$ cat src/hdl/spp_pkg.sv
// shared constants and helper functions for the symbolic permission parser
package spp_pkg;

   localparam int unsigned DEFAULT_MAX_POSITION = 255;

   // character codes
   localparam logic [7:0] CHAR_NUL   = 8'h00;
   localparam logic [7:0] CHAR_PLUS  = 8'h2B;
   localparam logic [7:0] CHAR_MINUS = 8'h2D;
   localparam logic [7:0] CHAR_EQUAL = 8'h3D;
   localparam logic [7:0] CHAR_COMMA = 8'h2C;
   localparam logic [7:0] CHAR_U     = 8'h75;
   localparam logic [7:0] CHAR_G     = 8'h67;
   localparam logic [7:0] CHAR_O     = 8'h6F;
   localparam logic [7:0] CHAR_A     = 8'h61;
   localparam logic [7:0] CHAR_R     = 8'h72;
   localparam logic [7:0] CHAR_W     = 8'h77;
   localparam logic [7:0] CHAR_X     = 8'h78;
   localparam logic [7:0] CHAR_BIG_X = 8'h58;
   localparam logic [7:0] CHAR_S     = 8'h73;

   // permission bit groups
   localparam logic [8:0]  PERM_READ  = 9'o444;
   localparam logic [8:0]  PERM_WRITE = 9'o222;
   localparam logic [8:0]  PERM_EXEC  = 9'o111;
   localparam logic [8:0]  PERM_RWX   = 9'o777;
   localparam logic [11:0] WHO_USER   = 12'o5700;
   localparam logic [11:0] WHO_GROUP  = 12'o2070;
   localparam logic [11:0] WHO_OTHER  = 12'o0007;
   localparam logic [11:0] WHO_ALL    = 12'o7777;

   // pending operation codes
   localparam logic [1:0] OP_NONE = 2'd0;
   localparam logic [1:0] OP_ADD  = 2'd1;
   localparam logic [1:0] OP_SUB  = 2'd2;
   localparam logic [1:0] OP_SET  = 2'd3;

   function automatic logic [1:0] op_code(input logic [7:0] c);
      logic [1:0] op;
      op = OP_NONE;
      if (c == CHAR_PLUS) op = OP_ADD;
      else if (c == CHAR_MINUS) op = OP_SUB;
      else if (c == CHAR_EQUAL) op = OP_SET;
      return op;
   endfunction

   function automatic logic is_perm_letter(input logic [7:0] c);
      return (c == CHAR_R) || (c == CHAR_W) || (c == CHAR_X) ||
             (c == CHAR_BIG_X) || (c == CHAR_S);
   endfunction

   // X and s give no bits
   function automatic logic [8:0] perm_bits(input logic [7:0] c);
      logic [8:0] bits;
      bits = '0;
      if (c == CHAR_R) bits = PERM_READ;
      else if (c == CHAR_W) bits = PERM_WRITE;
      else if (c == CHAR_X) bits = PERM_EXEC;
      return bits;
   endfunction

   function automatic logic [11:0] who_bits(input logic [7:0] c);
      logic [11:0] bits;
      bits = '0;
      if (c == CHAR_U) bits = WHO_USER;
      else if (c == CHAR_G) bits = WHO_GROUP;
      else if (c == CHAR_O) bits = WHO_OTHER;
      else if (c == CHAR_A) bits = WHO_ALL;
      return bits;
   endfunction

   // copy one class's rwx bits to all three classes
   function automatic logic [8:0] copy_bits(input logic [7:0] c, input logic [8:0] mode);
      logic [2:0] b;
      b = mode[2:0];
      if (c == CHAR_U) b = mode[8:6];
      else if (c == CHAR_G) b = mode[5:3];
      return {b, b, b};
   endfunction

   function automatic logic [8:0] apply_op(input logic [1:0] op, input logic [11:0] who,
                                           input logic [8:0] mode, input logic [8:0] bits);
      logic [8:0] b;
      logic [8:0] res;
      b = bits & who[8:0];
      res = mode;
      case (op)
         OP_ADD:  res = mode | b;
         OP_SUB:  res = mode & ~b;
         OP_SET:  res = (mode & ~who[8:0]) | b;
         default: res = mode;
      endcase
      return res;
   endfunction

endpackage

$ cat src/hdl/symbolic_permission_parser.sv
// symbolic permission expression parser, one character per item
//
// takes a symbolic permission expression (terms [ugoa]*([+-=]([ugo]|[rwxXs]*))*
// joined by commas) one character per item and applies it to a starting
// permission. an item with req_tuser (first) set starts a new expression and
// loads the low nine rwx bits of start_perm. on the first character that fits
// no rule, NUL included, one result item carries the final nine-bit mode, the
// index of that character (saturating at MAX_POSITION) and whether it was NUL;
// items without first are then ignored until the next first item. an empty
// who list means all classes, masked by the current mode unless the op is '='.
// rate: one item per clock while the result side does not stall. each item
// passes an input register, one step of decode and mask logic that also
// updates the parse state, and the result register. a stalled result
// register holds the input register, which in turn drops req_tready.
module symbolic_permission_parser #(
   parameter int unsigned MAX_POSITION = spp_pkg::DEFAULT_MAX_POSITION
) (
   input  logic        clock,
   input  logic        reset,
   input  logic        req_tvalid,
   output logic        req_tready,
   input  logic [23:0] req_tdata,   // start_perm[11:0], ch[19:12], zero pad
   input  logic        req_tuser,   // first
   output logic        rsp_tvalid,
   input  logic        rsp_tready,
   output logic [23:0] rsp_tdata,   // mode[8:0], stop_position[16:9], zero pad
   output logic        rsp_tuser    // stopped_at_end
);

   localparam int unsigned CNT_W = $clog2(MAX_POSITION + 1);

   // parse phase codes
   localparam logic [1:0] PH_IDLE    = 2'd0;
   localparam logic [1:0] PH_WHO     = 2'd1;
   localparam logic [1:0] PH_OPSTART = 2'd2;
   localparam logic [1:0] PH_PERMS   = 2'd3;

   // input register
   logic             in_valid_ff, in_valid_in;
   logic             in_first_ff;
   logic [11:0]      in_perm_ff;
   logic [7:0]       in_ch_ff;

   // parse state
   logic [1:0]       phase_ff, phase_in;
   logic [11:0]      who_ff, who_in;
   logic [8:0]       mode_ff, mode_in;
   logic [8:0]       pbits_ff, pbits_in;
   logic [1:0]       op_ff, op_in;
   logic [CNT_W-1:0] cnt_ff, cnt_in;

   // result register
   logic             out_valid_ff, out_valid_in;
   logic [8:0]       out_mode_ff;
   logic [7:0]       out_pos_ff;
   logic             out_end_ff;

   logic             advance;
   logic             live;
   logic             emit;
   logic [CNT_W+7:0] cnt_ext;

   // the step only runs when the result register can take whatever it makes
   assign advance    = in_valid_ff && (!out_valid_ff || rsp_tready);
   assign req_tready = !in_valid_ff || advance;
   assign live       = in_first_ff || (phase_ff != PH_IDLE);

   // a first item counts from zero
   assign cnt_ext = in_first_ff ? '0 : {8'b0, cnt_ff};

   always_comb begin
      logic [1:0]       ph;
      logic [11:0]      who;
      logic [8:0]       cm;
      logic [8:0]       pb;
      logic [1:0]       op;
      logic [CNT_W-1:0] cnt;
      logic [7:0]       c;
      logic             do_follow;
      logic [8:0]       cm_f;
      logic [11:0]      who_f;
      logic [1:0]       next_op;

      // first item restarts the expression
      ph  = phase_ff;
      who = who_ff;
      cm  = mode_ff;
      pb  = pbits_ff;
      op  = op_ff;
      cnt = cnt_ff;
      if (in_first_ff) begin
         cm  = in_perm_ff[8:0];
         who = '0;
         pb  = '0;
         op  = spp_pkg::OP_NONE;
         cnt = '0;
         ph  = PH_WHO;
      end
      c       = in_ch_ff;
      next_op = spp_pkg::op_code(c);

      phase_in  = ph;
      who_in    = who;
      mode_in   = cm;
      pbits_in  = pb;
      op_in     = op;
      emit      = 1'b0;
      do_follow = 1'b0;
      cm_f      = cm;
      who_f     = who;

      unique case (ph)
         PH_WHO: begin
            if (spp_pkg::who_bits(c) != '0) begin
               who_in = who | spp_pkg::who_bits(c);
            end else begin
               // empty who list means everyone, limited by the mode unless '='
               if (who == '0) begin
                  who_f = (c == spp_pkg::CHAR_EQUAL) ? spp_pkg::WHO_ALL
                                                     : (spp_pkg::WHO_ALL & {3'b0, cm});
               end
               do_follow = 1'b1;
            end
         end
         PH_OPSTART: begin
            if (c == spp_pkg::CHAR_U || c == spp_pkg::CHAR_G || c == spp_pkg::CHAR_O) begin
               mode_in  = spp_pkg::apply_op(op, who, cm, spp_pkg::copy_bits(c, cm));
               op_in    = spp_pkg::OP_NONE;
               pbits_in = '0;
               phase_in = PH_PERMS;
            end else if (spp_pkg::is_perm_letter(c)) begin
               pbits_in = pb | spp_pkg::perm_bits(c);
               phase_in = PH_PERMS;
            end else begin
               cm_f      = spp_pkg::apply_op(op, who, cm, pb);
               do_follow = 1'b1;
            end
         end
         PH_PERMS: begin
            // after a copy letter no op is pending, so rwx letters stop
            if (op != spp_pkg::OP_NONE && spp_pkg::is_perm_letter(c)) begin
               pbits_in = pb | spp_pkg::perm_bits(c);
            end else begin
               cm_f      = spp_pkg::apply_op(op, who, cm, pb);
               do_follow = 1'b1;
            end
         end
         default: begin
            // idle: no live item reaches here
         end
      endcase

      // op, comma or stop after a who list or an action
      if (do_follow) begin
         mode_in  = cm_f;
         who_in   = who_f;
         op_in    = spp_pkg::OP_NONE;
         pbits_in = '0;
         if (next_op != spp_pkg::OP_NONE) begin
            op_in    = next_op;
            phase_in = PH_OPSTART;
         end else if (c == spp_pkg::CHAR_COMMA) begin
            who_in   = '0;
            phase_in = PH_WHO;
         end else begin
            emit     = 1'b1;
            phase_in = PH_IDLE;
         end
      end

      // position count saturates
      cnt_in = cnt;
      if (!emit && (cnt < CNT_W'(MAX_POSITION))) begin
         cnt_in = cnt + CNT_W'(1);
      end
   end

   always_comb begin
      in_valid_in = in_valid_ff;
      if (req_tvalid && req_tready) begin
         in_valid_in = 1'b1;
      end else if (advance) begin
         in_valid_in = 1'b0;
      end
      out_valid_in = out_valid_ff;
      if (rsp_tready) begin
         out_valid_in = 1'b0;
      end
      if (advance && live && emit) begin
         out_valid_in = 1'b1;
      end
   end

   // control state
   always_ff @(posedge clock) begin
      if (reset) begin
         in_valid_ff  <= 1'b0;
         out_valid_ff <= 1'b0;
         phase_ff     <= PH_IDLE;
         who_ff       <= '0;
         mode_ff      <= '0;
         pbits_ff     <= '0;
         op_ff        <= spp_pkg::OP_NONE;
         cnt_ff       <= '0;
      end else begin
         in_valid_ff  <= in_valid_in;
         out_valid_ff <= out_valid_in;
         if (advance && live) begin
            phase_ff <= phase_in;
            who_ff   <= who_in;
            mode_ff  <= mode_in;
            pbits_ff <= pbits_in;
            op_ff    <= op_in;
            cnt_ff   <= cnt_in;
         end
      end
   end

   // payload registers
   always_ff @(posedge clock) begin
      if (req_tvalid && req_tready) begin
         in_first_ff <= req_tuser;
         in_perm_ff  <= req_tdata[11:0];
         in_ch_ff    <= req_tdata[19:12];
      end
      if (advance && live && emit) begin
         out_mode_ff <= mode_in;
         out_pos_ff  <= cnt_ext[7:0];
         out_end_ff  <= (in_ch_ff == spp_pkg::CHAR_NUL);
      end
   end

   assign rsp_tvalid = out_valid_ff;
   assign rsp_tdata  = {7'b0, out_pos_ff, out_mode_ff};
   assign rsp_tuser  = out_end_ff;

endmodule

$ cat config.mk
export PLATFORM = sky130hd
export DESIGN_NAME = symbolic_permission_parser
export DESIGN_NICKNAME = d
export VERILOG_FILES = /design/src/hdl/spp_pkg.sv /design/src/hdl/symbolic_permission_parser.sv
export SDC_FILE = /design/constraint.sdc
export NUM_CORES = 1
export LEC_CHECK = 0
export BUFFER_PORTS_ARGS = -buffer_cell sky130_fd_sc_hd__buf_4
export CAP_MARGIN = 15
export CELL_PAD_IN_SITES_DETAIL_PLACEMENT = 1
export CELL_PAD_IN_SITES_GLOBAL_PLACEMENT = 1
export CORE_MARGIN = 2
export CORE_UTILIZATION = 40
export CTS_CLUSTER_SIZE = 10
export DETAILED_ROUTE_END_ITERATION = 8
export PLACE_DENSITY_LB_ADDON = 0.1
export REMOVE_ABC_BUFFERS = 1
export SLEW_MARGIN = 20
export SYNTH_ARGS = -nofsm -noshare
export SYNTH_HDL_FRONTEND = slang
export SYNTH_SLANG_ARGS = --single-unit
$ cat constraint.sdc
create_clock -name clock -period 3.4 [get_ports clock]
set_input_delay 0.17 -clock clock [delete_from_list [all_inputs] [get_ports clock]]
set_output_delay 0.17 -clock clock [all_outputs]
set_load 0.01 [all_outputs]
==> results by stage <==
Pwr:
- For this design the ratio of total power to cell area is 420 nW/um2.
- Of the total power, combinational logic draws 0.113.
- VDD sags by at most 0.297 mV.
- The sequential share of power is 0.456.
- For this design the total switching power over the nets is 0.594 mW.
- The leakage power is 2.03 nW.
- The cell internal power dissipation is 1.75 mW.
- Of the total power, the share spent switching nets is 0.253.
- The fraction of power consumed by the clock network is 0.432.

Clock tree:
- The post-CTS setup buffer count is 0.
- The clock tree synthesis step divided the H-tree into 3 levels.
- The hold buffer count at CTS is 18.
- Counting the buffers created by CTS gives 9.
- CTS placed an instance of clkbuf_16 at the clock tree root.
- The maximum clock path buffer count is 2.
- After clock tree synthesis, the repair step resized 0 gates.
- The clock sink count is 80.
- TritonCTS built the clock tree.
- The later-pin clock latency in the skew report is 0.35 ns.
- Clock-pin slew was measured on the worst setup and hold paths at 0.06 ns.

Setup path:
- In this run the worst path has a maximum fanout of 13.
- At the worst endpoint, the required time is 3.49 ns.
- The worst setup path is launched from a register.
- The cell at the slowest stage of the critical path is or4_1.
- Traced cell by cell, the critical path runs through nand3b_1 -> or4_1 -> a21boi_2 -> o22a_1 -> o21ai_1 -> a311oi_1 -> nor2_1.
- The signal arrival time at the worst endpoint is 3.20 ns.
- The worst setup path is of the reg2reg kind.
- In this design, the stage delay of the slowest critical-path cell is 0.62 ns.
- The top cell family by delay on the critical path is compound AO/OA/AOI/OAI gates.
- The count of buffering cells on the critical path with inverters included is 0.
- STA classifies the critical path endpoint as a register.

Final layout:
- The filler cells instantiated in the layout total 1339.
- The number of nets in the layout is 609.
- The layout overhead on the synthesized area is 19.8%.
- The most frequent standard cell in the layout excluding fill and tap cells is nor2_1.
- The count of antenna diodes in the layout is 0.
- The library cells used most frequently in the layout, excluding fill and tap cells, are nor2_1 (62), buf_4 (55), nand2_1 (52).
- The share of post-route cells with drive strength above 1 is 0.147.
- The register area is 1960 um2.
- The area of all placed cells without fillers is 5590 um2.
- Once layout is complete, the cells apart from fillers number 727.
- Summing all multi-input logic gate instances after layout gives 2520 um2.

Placed design:
- The global placement routability congestion is 0.918.
- In this run the tool buffered the top-level ports with 41 buffer cells.
- OpenSTA, run right after detailed placement, puts the worst setup slack at 0.435 ns.
- The number of placed instances, taps included, is 693.
- The placement-stage cell area is 5100 um2.
- The final HPWL from detailed placement is 10600 um.

Logic synthesis:
- The Yosys step of the flow raised 0 warnings.
- The cell area after synthesis is 4660 um2.
- By area the synthesized netlist is led by edfxtp_1 (23%), dfxtp_1 (19%), nor2_1 (5.0%), nand2_1 (4.2%), a21oi_1 (3.9%).
- The biggest area contributor in the post-synthesis netlist is edfxtp_1.
- Of all flip-flops after synthesis, the portion carrying an async set or reset was 0.
- The share of the yosys chip area belonging to registers is 0.421.
- In the synthesized netlist the dominant register cell turns out to be dfxtp_1.
- Of the post-synthesis cell area, the dominant cell type holds 0.232.
- The register bit count reported by yosys is 80.
- The average cell area after synthesis is 8.80 um2.
- The number of flops mapped to enable cells by yosys is 36.
- Synthesis handed over a netlist of 530 instances.
- In this run, distinct cell masters in the synthesized netlist total 69.

Floorplan:
- The width of the chip is 112 um.
- Measured along the y axis, the die boundary spans 112 um.
- 56 I/O pins were placed.
- Row generation in the floorplan step produced 39 rows.
- The total area inside the core boundary comes to 11400 um2.
- The initial cell density of the core is 0.408.
- The die covers 12500 um2.

STA:
- The period utilization is 0.915.
- The post-route clock skew is 0.00748 ns.
- The worst setup margin is 0.291 ns.
- The hold violation total from the final report is 0.
- The setup violation total in the final timing report is 0.
- Setup repair after global routing left no endpoint under its margin.
- Adding up every negative setup slack in the final design gives 0 ns.
- The slew of the pin with the lowest slew margin is 1.01 ns.
- The worst hold slack across all endpoints is 0.0286 ns.
- The number of pins exceeding their max-slew limit in the final report is 0.
- The worst max-slew margin expressed relative to the limit is 0.328.
- The fmax is 322 MHz.
- The worst path in the final design needs a cycle of 3.11 ns, including I/O delays and setup.

Route:
- After detailed routing, the number of remaining DRC violations is 0.
- The overall routed net length is 15500 um.
- The routed layout has 4440 vias.
- The number of search-and-repair iterations in the first detailed-routing pass is 5.
- The remaining number of nets flagged by the antenna check after routing is 0.
- The number of design-rule violations left by the first detailed-router iteration is 428.
- After detailed routing, the number of vias per cell comes to 6.11.
- After detailed routing, the average wire length per cell comes to 21.4 um.

Global route:
- The via count of the first global-routing pass came to 4402.
- Entering global routing, the biggest net connects 39 pins.
- The total overflow left after global routing is 0.
- The number of antenna violations at the first check in global routing is 0.
- The first global-routing pass estimated 24700 um of wire.
- The global-route total usage across every layer is 0.256.

Run status:
- The run finished with clean final reports.

Hold path:
- The class of the tightest hold or removal check is in2reg.

Run:
- Across the run, the number of max-cap violations was 0.
power by group through the flow:
stage / Clock [mW] / Sequential [mW] / Combinational (mW)
detailed placement: 0 / 1.09 / 0.244
floorplan: 0 / 1.09 / 0.140
global placement: 0 / 1.09 / 0.239
CTS: 1.03 / 1.07 / 0.262
finish: 1.01 / 1.07 / 0.264
global route: 1.07 / 1.07 / 0.289
cell type report:
| class | count | share of cell area |
|---|---|---|
| flip-flops and latches | 80 | 0.351 |
| well taps | 143 | 0.0320 |
| clock buffers | 13 | 0.0466 |
| multi-input cells | 411 | 0.451 |
| repair buffers | 74 | 0.110 |
| clock inverters | 3 | 0.00761 |
| inverters | 3 | 0.00202 |
state kept, by name, summed over array words and instances, names as in the netlist, 8 cells and up:
register     cells
out_pos_ff       8
mode_ff          9
pbits_ff         9
who_ff          12
cnt_ff           8
in_ch_ff         8
in_perm_ff       9
out_mode_ff      9
path summary, 6_finish.rpt:
check	depth (start not counted)	to	slack [ns]	start
max	7	out_mode_ff[4]	0.29	in_ch_ff[7]
max reg2reg	7	out_mode_ff[4]	0.29	in_ch_ff[7]
min reg2reg	2	who_ff[11]	0.46	who_ff[11]
min	3	in_valid_ff	0.03	req_tvalid
kinds of logic (layout without fill, tap and decap cells):
kind of cell | Yosys count | after routing | synth area share
simple gates | 234 | 234 | 0.267
compound gates | 151 | 151 | 0.224
flops | 80 | 80 | 0.421
buf+inv | 45 | 93 | 0.0459
mux | 12 | 12 | 0.0268
xor+xnor | 6 | 6 | 0.0113
fa+ha+maj | 1 | 1 | 0.00268
other cells | 1 | 7 | 0.000804
cells in the mapped netlist, drive strengths merged, types with 5 or more instances:
| cell type | number |
|---|---|
| a311oi | 10 |
| a31oi | 7 |
| o21a | 5 |
| nand4b | 5 |
| nand2b | 11 |
| edfxtp | 36 |
| nand3 | 12 |
| a21oi | 36 |
| o21ai | 32 |
| buf | 21 |
| nor3 | 10 |
| dfxtp | 44 |
| or3 | 6 |
| nand3b | 9 |
| o211ai | 8 |
| nand2 | 53 |
| nor2b | 23 |
| mux2i | 8 |
| o22ai | 5 |
| clkbuf | 21 |
| nor4 | 7 |
| and2 | 7 |
| xnor2 | 6 |
| o31ai | 6 |
| nor2 | 62 |
worst min-delay path: cells and delay by family:
family	cells	cell delay (ns)
AOI/OAI and AO/OA	1	0.03
buffers and inverters	1	0.08
and+or+nand+nor	1	0.06
stage by stage:
| stage | utilization | power (mW) |
|---|---|---|
| floorplan | - | 1.23 |
| global placement | 0.447 | 1.33 |
| detailed placement | 0.447 | 1.33 |
| CTS | 0.489 | 2.36 |
| global route | 0.489 | 2.43 |
| finish | 0.489 | 2.35 |
metal layers:
| layer | wire [um] | vias up | GRT usage |
|---|---|---|---|
| met5 | 0 | - | 0 |
| met4 | 307 | 0 | 0.0984 |
| met3 | 775 | 24 | 0.0348 |
| met2 | 7580 | 129 | 0.410 |
| met1 | 6880 | 2207 | 0.352 |
| li1 | - | 2080 | - |
No activity file was read; power rests on OpenSTA's default activity.
